$ cat src/hw/rtl/mssm_pkg.sv
// Package for the shared-memory multi-stack unit.
// Holds default sizes, field widths, opcodes, status codes and the slot command type.
// No dependencies.
package mssm_pkg;

  localparam int DEF_NUM_STACKS = 4;
  localparam int DEF_CAPACITY   = 64;

  localparam int DATA_W   = 32;
  localparam int SN_W     = 2;
  localparam int STATUS_W = 2;

  localparam logic OP_PUSH = 1'b0;
  localparam logic OP_POP  = 1'b1;

  typedef enum logic [STATUS_W-1:0] {
    STATUS_OK       = 2'd0,
    STATUS_OVERFLOW = 2'd1,
    STATUS_EMPTY    = 2'd2
  } status_e;

  typedef struct packed {
    logic rd;
    logic wr_data;
    logic wr_link;
  } slot_cmd_t;

endpackage

$ cat src/hw/rtl/mssm_slots.sv
// Slot store of the multi-stack unit: data and link memories with registered reads.
// Links of slots at or above the fill mark read as the next slot index.
// Depends on mssm_pkg.
module mssm_slots import mssm_pkg::*; #(
  parameter int CAPACITY = DEF_CAPACITY,
  parameter int LW       = $clog2(CAPACITY + 1)
) (
  input  logic              clk_i,
  input  logic              rst_ni,
  input  slot_cmd_t         cmd_i,
  input  logic [LW-1:0]     addr_i,
  input  logic [DATA_W-1:0] wdata_i,
  input  logic [LW-1:0]     wlink_i,
  output logic [DATA_W-1:0] rdata_o,
  output logic [LW-1:0]     rlink_o
);

  localparam int AW = $clog2(CAPACITY);

  logic [DATA_W-1:0] data_mem [CAPACITY];
  logic [LW-1:0]     link_mem [CAPACITY];

  logic [DATA_W-1:0] data_q;
  logic [LW-1:0]     link_q;
  logic [LW-1:0]     rd_addr_q;
  logic              fresh_q;
  logic [LW-1:0]     wm_q;

  always_ff @(posedge clk_i) begin
    if (cmd_i.wr_data) begin
      data_mem[addr_i[AW-1:0]] <= wdata_i;
    end
    if (cmd_i.wr_link) begin
      link_mem[addr_i[AW-1:0]] <= wlink_i;
    end
    if (cmd_i.rd) begin
      data_q    <= data_mem[addr_i[AW-1:0]];
      link_q    <= link_mem[addr_i[AW-1:0]];
      rd_addr_q <= addr_i;
      fresh_q   <= (addr_i >= wm_q);
    end
  end

  // advance the fill mark when the first untouched slot gets linked
  always_ff @(posedge clk_i or negedge rst_ni) begin
    if (!rst_ni) begin
      wm_q <= '0;
    end else if (cmd_i.wr_link && addr_i == wm_q) begin
      wm_q <= wm_q + LW'(1);
    end
  end

  assign rdata_o = data_q;
  assign rlink_o = fresh_q ? rd_addr_q + LW'(1) : link_q;

endmodule

$ cat src/hw/rtl/multi_stack_shared_memory_unit.sv
// Top level of the shared-memory multi-stack unit: sequencer, stack heads, free list head.
// Instantiates mssm_slots; depends on mssm_pkg.
//
// NUM_STACKS LIFO stacks share CAPACITY slots; unused slots sit on a free list.
// One item is handled at a time. After acceptance the item passes through the head lookup
// state and the slot link state to the result state (it skips the link state when a push
// overflows or a pop finds its stack empty). The result waits in the result state under
// out_stall_i, and the next item is taken in the cycle after the result leaves. The steps
// are set by two dependent synchronous memory reads: the stack head table first, then the
// slot link and data. The write-back comes after them, and then the result handshake. No
// clearing pass runs after reset; the unit takes items in the first cycle after reset.
module multi_stack_shared_memory_unit import mssm_pkg::*; #(
  parameter int NUM_STACKS = DEF_NUM_STACKS,
  parameter int CAPACITY   = DEF_CAPACITY
) (
  input  logic                clk_i,
  input  logic                rst_ni,
  input  logic                in_valid_i,
  output logic                in_stall_o,
  input  logic                op_i,
  input  logic [SN_W-1:0]     stack_num_i,
  input  logic [DATA_W-1:0]   push_value_i,
  output logic                out_valid_o,
  input  logic                out_stall_i,
  output logic [DATA_W-1:0]   pop_value_o,
  output logic [STATUS_W-1:0] status_o
);

  localparam int LW   = $clog2(CAPACITY + 1);
  localparam int SW   = (NUM_STACKS > 1) ? $clog2(NUM_STACKS) : 1;
  localparam int NSW  = $clog2(NUM_STACKS + 1);
  localparam int SNX  = (NSW > SN_W) ? NSW : SN_W;
  localparam logic [LW-1:0] NULL_LINK = LW'(CAPACITY);

  localparam logic [1:0] S_IDLE = 2'd0;
  localparam logic [1:0] S_HEAD = 2'd1;
  localparam logic [1:0] S_LINK = 2'd2;
  localparam logic [1:0] S_OUT  = 2'd3;

  logic [1:0]        state_q, state_d;
  logic              op_q;
  logic [SW-1:0]     sn_q;
  logic              sn_ok_q;
  logic [DATA_W-1:0] val_q;
  logic [LW-1:0]     idx_q, idx_d;
  logic [LW-1:0]     head_q, head_d;
  logic [LW-1:0]     free_q, free_d;
  logic [DATA_W-1:0] pop_q, pop_d;
  status_e           status_q, status_d;

  logic [LW-1:0]     head_mem [NUM_STACKS];
  logic [NUM_STACKS-1:0] head_vld_q;
  logic [LW-1:0]     head_rd_q;
  logic              head_rd_vld_q;

  logic              accept;
  logic [SNX-1:0]    sn_ext;
  logic [LW-1:0]     head_cur;
  logic              head_wr;
  logic [LW-1:0]     head_wdata;
  slot_cmd_t         slot_cmd;
  logic [LW-1:0]     slot_addr;
  logic [DATA_W-1:0] slot_rdata;
  logic [LW-1:0]     slot_rlink;

  assign accept     = (state_q == S_IDLE) && in_valid_i;
  assign in_stall_o = (state_q != S_IDLE);
  assign sn_ext     = SNX'(stack_num_i);
  assign head_cur   = head_rd_vld_q ? head_rd_q : NULL_LINK;

  always_comb begin
    state_d    = state_q;
    idx_d      = idx_q;
    head_d     = head_q;
    free_d     = free_q;
    pop_d      = pop_q;
    status_d   = status_q;
    slot_cmd   = '0;
    slot_addr  = idx_q;
    head_wr    = 1'b0;
    head_wdata = slot_rlink;
    case (state_q)
      S_IDLE: begin
        if (accept) begin
          state_d = S_HEAD;
        end
      end
      S_HEAD: begin
        head_d = head_cur;
        pop_d  = '0;
        if (op_q == OP_PUSH) begin
          idx_d = free_q;
          if (!sn_ok_q || free_q == NULL_LINK) begin
            status_d = STATUS_OVERFLOW;
            state_d  = S_OUT;
          end else begin
            status_d = STATUS_OK;
            state_d  = S_LINK;
          end
        end else begin
          idx_d = head_cur;
          if (!sn_ok_q || head_cur == NULL_LINK) begin
            status_d = STATUS_EMPTY;
            state_d  = S_OUT;
          end else begin
            status_d = STATUS_OK;
            state_d  = S_LINK;
          end
        end
        slot_addr   = idx_d;
        slot_cmd.rd = (state_d == S_LINK);
      end
      S_LINK: begin
        slot_cmd.wr_link = 1'b1;
        head_wr          = 1'b1;
        if (op_q == OP_PUSH) begin
          slot_cmd.wr_data = 1'b1;
          head_wdata       = idx_q;
          free_d           = slot_rlink;
        end else begin
          head_wdata = slot_rlink;
          free_d     = idx_q;
          pop_d      = slot_rdata;
        end
        state_d = S_OUT;
      end
      S_OUT: begin
        if (!out_stall_i) begin
          state_d = S_IDLE;
        end
      end
      default: state_d = S_IDLE;
    endcase
  end

  always_ff @(posedge clk_i or negedge rst_ni) begin
    if (!rst_ni) begin
      state_q    <= S_IDLE;
      free_q     <= '0;
      head_vld_q <= '0;
    end else begin
      state_q <= state_d;
      free_q  <= free_d;
      if (head_wr) begin
        head_vld_q[sn_q] <= 1'b1;
      end
    end
  end

  always_ff @(posedge clk_i) begin
    if (accept) begin
      op_q          <= op_i;
      sn_q          <= sn_ext[SW-1:0];
      sn_ok_q       <= (sn_ext < SNX'(NUM_STACKS));
      val_q         <= push_value_i;
      head_rd_q     <= head_mem[sn_ext[SW-1:0]];
      head_rd_vld_q <= head_vld_q[sn_ext[SW-1:0]];
    end
    if (head_wr) begin
      head_mem[sn_q] <= head_wdata;
    end
    idx_q    <= idx_d;
    head_q   <= head_d;
    pop_q    <= pop_d;
    status_q <= status_d;
  end

  mssm_slots #(
    .CAPACITY (CAPACITY),
    .LW       (LW)
  ) u_slots (
    .clk_i   (clk_i),
    .rst_ni  (rst_ni),
    .cmd_i   (slot_cmd),
    .addr_i  (slot_addr),
    .wdata_i (val_q),
    .wlink_i ((op_q == OP_PUSH) ? head_q : free_q),
    .rdata_o (slot_rdata),
    .rlink_o (slot_rlink)
  );

  assign out_valid_o = (state_q == S_OUT);
  assign pop_value_o = pop_q;
  assign status_o    = status_q;

  a_accept_to_head: assert property (@(posedge clk_i) disable iff (!rst_ni)
    (in_valid_i && !in_stall_o) |=> (state_q == S_HEAD))
    else $error("accepted item did not start head lookup");

  a_fail_zero: assert property (@(posedge clk_i) disable iff (!rst_ni)
    (out_valid_o && status_o != STATUS_OK) |-> (pop_value_o == '0))
    else $error("rejected item carries nonzero pop value");

  a_push_zero: assert property (@(posedge clk_i) disable iff (!rst_ni)
    (out_valid_o && op_q == OP_PUSH) |-> (pop_value_o == '0 && status_o != STATUS_EMPTY))
    else $error("push result malformed");

  a_busy_stall: assert property (@(posedge clk_i) disable iff (!rst_ni)
    out_valid_o |-> in_stall_o)
    else $error("input taken while result pending");

endmodule

$ cat config.mk
export PLATFORM = sky130hd
export DESIGN_NAME = multi_stack_shared_memory_unit
export DESIGN_NICKNAME = d
export VERILOG_FILES = /design/src/hw/rtl/mssm_pkg.sv /design/src/hw/rtl/mssm_slots.sv /design/src/hw/rtl/multi_stack_shared_memory_unit.sv
export SDC_FILE = /design/constraint.sdc
export NUM_CORES = 2
export LEC_CHECK = 0
export BUFFER_PORTS_ARGS = -buffer_cell sky130_fd_sc_hd__buf_2
export CORE_MARGIN = 2
export CORE_UTILIZATION = 45
export DETAILED_ROUTE_END_ITERATION = 12
export PLACE_DENSITY_LB_ADDON = 0.12
export SYNTH_ARGS = -nofsm -noshare
export SYNTH_HDL_FRONTEND = slang
export SYNTH_HIERARCHICAL = 1
export SYNTH_SLANG_ARGS = --single-unit
$ cat constraint.sdc
create_clock -name clk_i -period 6.45 [get_ports clk_i]
set_input_delay 0 -clock clk_i [delete_from_list [all_inputs] [get_ports clk_i]]
set_output_delay 0 -clock clk_i [all_outputs]
set_load 0.1 [all_outputs]
* Word-level counts from Yosys, hierarchy flattened
Memories as Yosys holds them, arrays and structs flattened. A register that Yosys moved wholly into a read port is not among the register bits. Cells that the tools add are included. Widths: inputs -> output; s select.
Cells by class: add/sub/neg operators 2, magnitude comparators 5, equality and inequality tests 10, mux-type cells 34, bitwise gates (word level) 1, reductions and logical operators 11
Operators with widths (count):
- $pmux 32 s2 | 1
- $mux 7 | 8
- $mux 32 | 1
- $add 7x1->7 const B | 2
- $eq 7x7->1 const B | 2
- $mux 1 | 14
- $mux 2 | 7
- $lt 2x3->1 const B | 3
- $pmux 2 s4 | 1
- $eq 7x7->1 | 1
- $ge 7x7->1 | 1
- $eq 2x2->1 const B | 3
- $ne 2x2->1 const B | 3
- $or 4x4->4 | 1
- $reduce_and 2->1 | 2
- $reduce_bool 2->1 | 2
- $logic_and 1x1->1 | 3
- $bmux 1 s2 | 1
- $demux 1 s2 | 1
- $eq 2x1->1 const B | 1
- $ge 2x1->1 const B | 1
- $logic_not 2->1 | 1
- $logic_or 1x1->1 | 2
- $logic_not 1->1 | 1
Word-level totals: bits in registers 113, memory bits (writable) 2524, input bits 39, output and inout port bits 36, logic and storage cells 81, memories kept 3
Memories:
- u_slots.data_mem | depth 64, width 32, rd ports 1, clocked after memory_dff 1, write ports 1, RTL line mssm_slots.sv:20 | logic [DATA_W-1:0] data_mem [CAPACITY];
- u_slots.link_mem | depth 64, width 7, rd ports 1, clocked after memory_dff 1, write ports 1, RTL line mssm_slots.sv:21 | logic [LW-1:0] link_mem [CAPACITY];
- head_mem | depth 4, width 7, rd ports 1, clocked after memory_dff 1, write ports 1, RTL line multi_stack_shared_memory_unit.sv:51 | logic [LW-1:0] head_mem [NUM_STACKS];

* Depth between registers and ports, before layout
depth after elaboration 8, mapped depth 17, gate-level depth less buffers 12

* Modules after synthesis
The synthesis kept the hierarchy.
Modules (own cells, without submodules):
- mssm_slots | times used 1, cells an instance 5611, area an instance 97265.8 sq um
- multi_stack_shared_memory_unit | times used 1, cells an instance 291, area an instance 5011.1 sq um

* Worst setup path before layout
No wires, ideal clock.
path type reg2reg, start point register state_q[1], end point register u_slots.fresh_q, enable pin, data arrival time 4.476 ns, required time 5.930 ns, slack 1.454 ns, cell stages (with the launch flop) 4, path buffers 0, period minus slack after synthesis 4.996 ns, cell sequence dfrtp_1 > inv_1 > ha_1 > nor3b_1
RTL lines:
- start, declared | RTL line multi_stack_shared_memory_unit.sv:40 | logic [1:0] state_q, state_d;
- start signal, assigned | RTL line multi_stack_shared_memory_unit.sv:142 | state_q <= state_d;
- end signal, assigned | RTL line mssm_slots.sv:40 | fresh_q <= (addr_i >= wm_q);
- end, declared | RTL line mssm_slots.sv:26 | logic fresh_q;

* Worst setup path in the final report
start point register state_q[1], end point register u_slots.data_q[12], in the netlist u_slots/rdata_o[12], read port of u_slots.data_mem (data pin)
On the way: cells in the longest elaborated chain, start to end 2
RTL lines:
- $eq 2x1->1 * | RTL line multi_stack_shared_memory_unit.sv:82 | case (state_q)
- $mux 7 or $mux 1 (tied branches) | RTL line multi_stack_shared_memory_unit.sv:82
- end, declared | RTL line mssm_slots.sv:23 | logic [DATA_W-1:0] data_q;
Every way passes the cells marked *; elsewhere a longest branch is shown, timed or not. A chain may end at the register's enable or synchronous reset.

==> results.py <==
metrics = {
    "route": {
        "wl_per_cell_um": 35.6,
        "wl_um": 336000,
        "vias": 61200,
        "vias_per_cell": 6.49,
        "postRouteAntennaNets": 0,
        "drt_iter0_drc": 8576,
        "drc_errors": 0,
        "firstDrtPassIters": 5,
    },
    "pwr": {
        "power_frac_seq": 0.336,
        "clkPwrFrac": 0.246,
        "p_sw_frac": 0.410,
        "p_int_mw": 37.9,
        "ir_drop_mv": 0.679,
        "power_switching_mw": 26.4,
        "p_leak_nw": 36.9,
        "powerDensity_nw_per_um2": 548,
        "p_comb_frac": 0.418,
    },
    "sta": {
        "final.period_utilization": 0.860,
        "hold_viol": 0,
        "setup_viol": 0,
        "tightest_slew_ps": 1370,
        "max_freq_ghz": 0.180,
        "rsz0062_at_grt": "no",
        "finClkSkew_ps": 62.1,
        "maxSlewViolCount": 0,
        "setup_tns_ps": 0,
        "max_slew_margin": 0.0824,
        "fin_crit_ps": 5550,
        "fin_ws_ps": 901,
    },
    "yosys": {
        "synth_nets": 5955,
        "synth_compound_gate_area_share": 0.117,
        "syn_area_um2": 102000,
        "synth_top_family_by_area": "compound AO/OA/AOI/OAI gates",
        "yosysSeqAreaShare": 0.786,
        "synthFlopType": "edfxtp_1",
        "synth_edf_count": 2655,
        "synthMuxAreaShare": 0.0394,
        "synthXorXnorAreaFrac": 0.000942,
        "syn_inst": 5902,
        "synth_cell_types": 74,
        "ys_seq_elements": 2682,
        "yosys_warnings": 6,
        "synth-simple-area-share": 0.0346,
        "ys_async_sr_fraction": 0.00746,
        "synth_adder_area_share": 0.00171,
        "avgSynthCellArea_um2": 17.3,
    },
    "critical_path": {
        "max_stage_delay_ps": 750,
        "slowest_stage": "or4_1",
        "crit_fanout": 21,
        "end_kind": "flop",
        "critPathKind": "flop to flop",
        "path_cells": "inv_1 > ha_1 > nor2_1 > a31oi_4 > nor3b_2 > buf_4 > nand2_1 > buf_4 > o22ai_1 > or4_1 > nor4_1 > buf_4 > o2111ai_1",
        "cpMostUsedCell": "buf_4",
        "arrival_ps": 6210,
        "startpoint_type": "flop",
        "crit_required_ps": 7110,
    },
    "placement": {
        "place_ws_ps": 886,
        "finalWeightedCongestion": 0.835,
        "dpl.hpwl_um": 194000,
        "io_buffers": 74,
    },
    "die": {
        "die_area_um2": 231000,
        "initial_utilization": 0.451,
        "core.rowCount": 175,
        "fp.dieW_um": 481,
        "core_um2": 227000,
        "die_y_um": 481,
        "io_pins": 75,
    },
    "grt": {
        "grt_pass1_wl_um": 467000,
        "grt_pass1_vias": 58300,
        "grt_max_degree": 115,
        "grt_use_total": 0.287,
        "antenna_found_initial": 26,
        "grt_overflow": 0,
    },
    "status": {
        "status": "finished, final reports clean",
    },
    "layout": {
        "fillers": 18300,
        "regArea_um2": 80400,
        "nets": 6264,
        "area_growth_pct": 14.8,
        "drive_above_1_share": 0.163,
        "multiInputGateArea_um2": 20500,
    },
    "clock_tree": {
        "path_clk_slew_ps": 60,
        "clock_sinks": 2682,
        "cts_setup_buffers": 0,
        "clk_latency_ps": 940,
        "clk_path_buf_depth": 4,
        "htree_num_levels": 5,
        "clk_root_buffer_cell": "clkbuf_16",
        "cts_tree": "done",
        "cts-buffers-inserted": 300,
    },
    "job": {
        "drv_cap": 0,
    },
    "min_path": {
        "hp-class": "primary input to flop",
    },
}
cell usage after synthesis, drive strengths merged, types with 30 or more instances:
library cell	number	area (um2)
edfxtp	2655	79700
a22oi	539	4050
a221oi	341	2990
nor2	312	1170
buf	255	1350
o22ai	206	1290
nand2	199	767
clkbuf	186	702
mux2i	164	1640
mux2	162	1820
a21oi	141	706
o21ai	120	601
and2	66	413
a211oi	47	353
o221ai	44	385
nand3	38	190
nor4	30	188
kinds of logic (layout without fill, tap and decap cells):
group                    after synthesis  count (layout)
buffers and inverters                456             975
other                                  0               6
XOR/XNOR                              11              11
adder cells (fa/ha/maj)               14              14
multiplexers                         351             351
flip-flops                          2682            2682
AO/OA/AOI/OAI                       1620            1620
AND/OR/NAND/NOR                      768             768
area by class of cell:
| cell class | instances | area share |
|---|---|---|
| Tap cell | 3009 | 0.0321 |
| Inverter | 15 | 0.000586 |
| Multi-Input combinational cell | 2764 | 0.174 |
| Clock inverter | 133 | 0.00773 |
| Antenna cell | 6 | 0.000128 |
| Timing Repair Buffer | 448 | 0.0330 |
| Sequential cell | 2682 | 0.685 |
| Clock buffer | 379 | 0.0676 |
what timing repair did:
item | CTS | global route
hold buffers | 74 | 0
endpoints found under the hold margin | 108 | 0
resized for setup | 0 | 0
stage by stage:
step	power, mW	util	cell area [um2]	hold WS (ps)	std cells
floorplan	36.7	-	102000	-296	5902
global placement	48.4	0.476	108000	7.41	8844
detailed placement	48.4	0.476	108000	5.67	8844
CTS	64.3	0.518	117000	24.1	9430
global route	66.2	0.518	117000	63.1	9431
finish	64.3	0.518	117000	71.2	9436
cells in the final DEF (no fill, tap or decap), types with 21 or more instances in the layout:
master,count
nor3_1,26
a22oi_1,539
a211oi_1,47
a22o_1,21
clkinv_1,83
buf_4,259
o22a_1,27
dlygate4sd3_1,74
o21ai_0,119
nand3_1,38
clkbuf_1,69
clkinv_2,26
and2_1,58
mux2_2,162
a221oi_1,341
nor2_4,67
nand2_1,194
nor4_1,30
mux4_2,25
clkbuf_16,303
o22ai_1,205
o221ai_1,44
buf_12,41
nor2_1,244
mux2i_1,164
a21oi_1,141
edfxtp_1,2655
buf_2,74
flip-flops by register name, indices dropped and copies added (netlist names):
name               flops
u_slots/wm_q           7
op_q                   1
head_rd_q              7
u_slots/link_q         7
state_q                2
u_slots/rd_addr_q      7
u_slots/data_mem    2048
u_slots/link_mem     448
head_rd_vld_q          1
pop_value_o           32
head_q                 7
sn_q                   2
head_vld_q             4
free_q                 7
idx_q                  7
head_mem              28
u_slots/rdata_o       32
val_q                 32
status_o               2
u_slots/fresh_q        1
power by group through the flow:
stage               clock network, mW  logic [mW]  registers [mW]
global route                     16.7        27.9            21.6
detailed placement                  0        26.5            21.9
floorplan                           0        13.9            22.8
finish                           15.8        26.9            21.6
global placement                    0        26.4            21.9
CTS                              16.0        26.6            21.6
worst max-delay path, delay by kind of cell (launching register included):
family          cells  cell delay (ps)
compound gates      3              790
flops               1              410
simple gates        5             2420
fa+ha+maj           1              700
buf+inv             4              910
routing by layer:
layer	track usage	part of all wire	vias up
li1	-	-	25000
met1	0.413	0.41	32100
met2	0.441	0.46	3537
met3	0.0468	0.090	558
met4	0.106	0.038	2
met5	0	0.000051	-
path summary, 6_finish.rpt:
check	slack, ps	depth (start not counted)	end	start
max in group asynchronous	5410	3	head_vld_q[2]	rst_ni
min reg2reg	460	1	head_vld_q[3]	head_vld_q[3]
min in group asynchronous	350	3	u_slots/wm_q[0]	rst_ni
max	900	13	u_slots/rdata_o[12]	state_q[1]
max reg2reg	900	13	u_slots/rdata_o[12]	state_q[1]
min	70	2	sn_q[0]	stack_num_i[0]
Power figures use the tool's default switching activity.
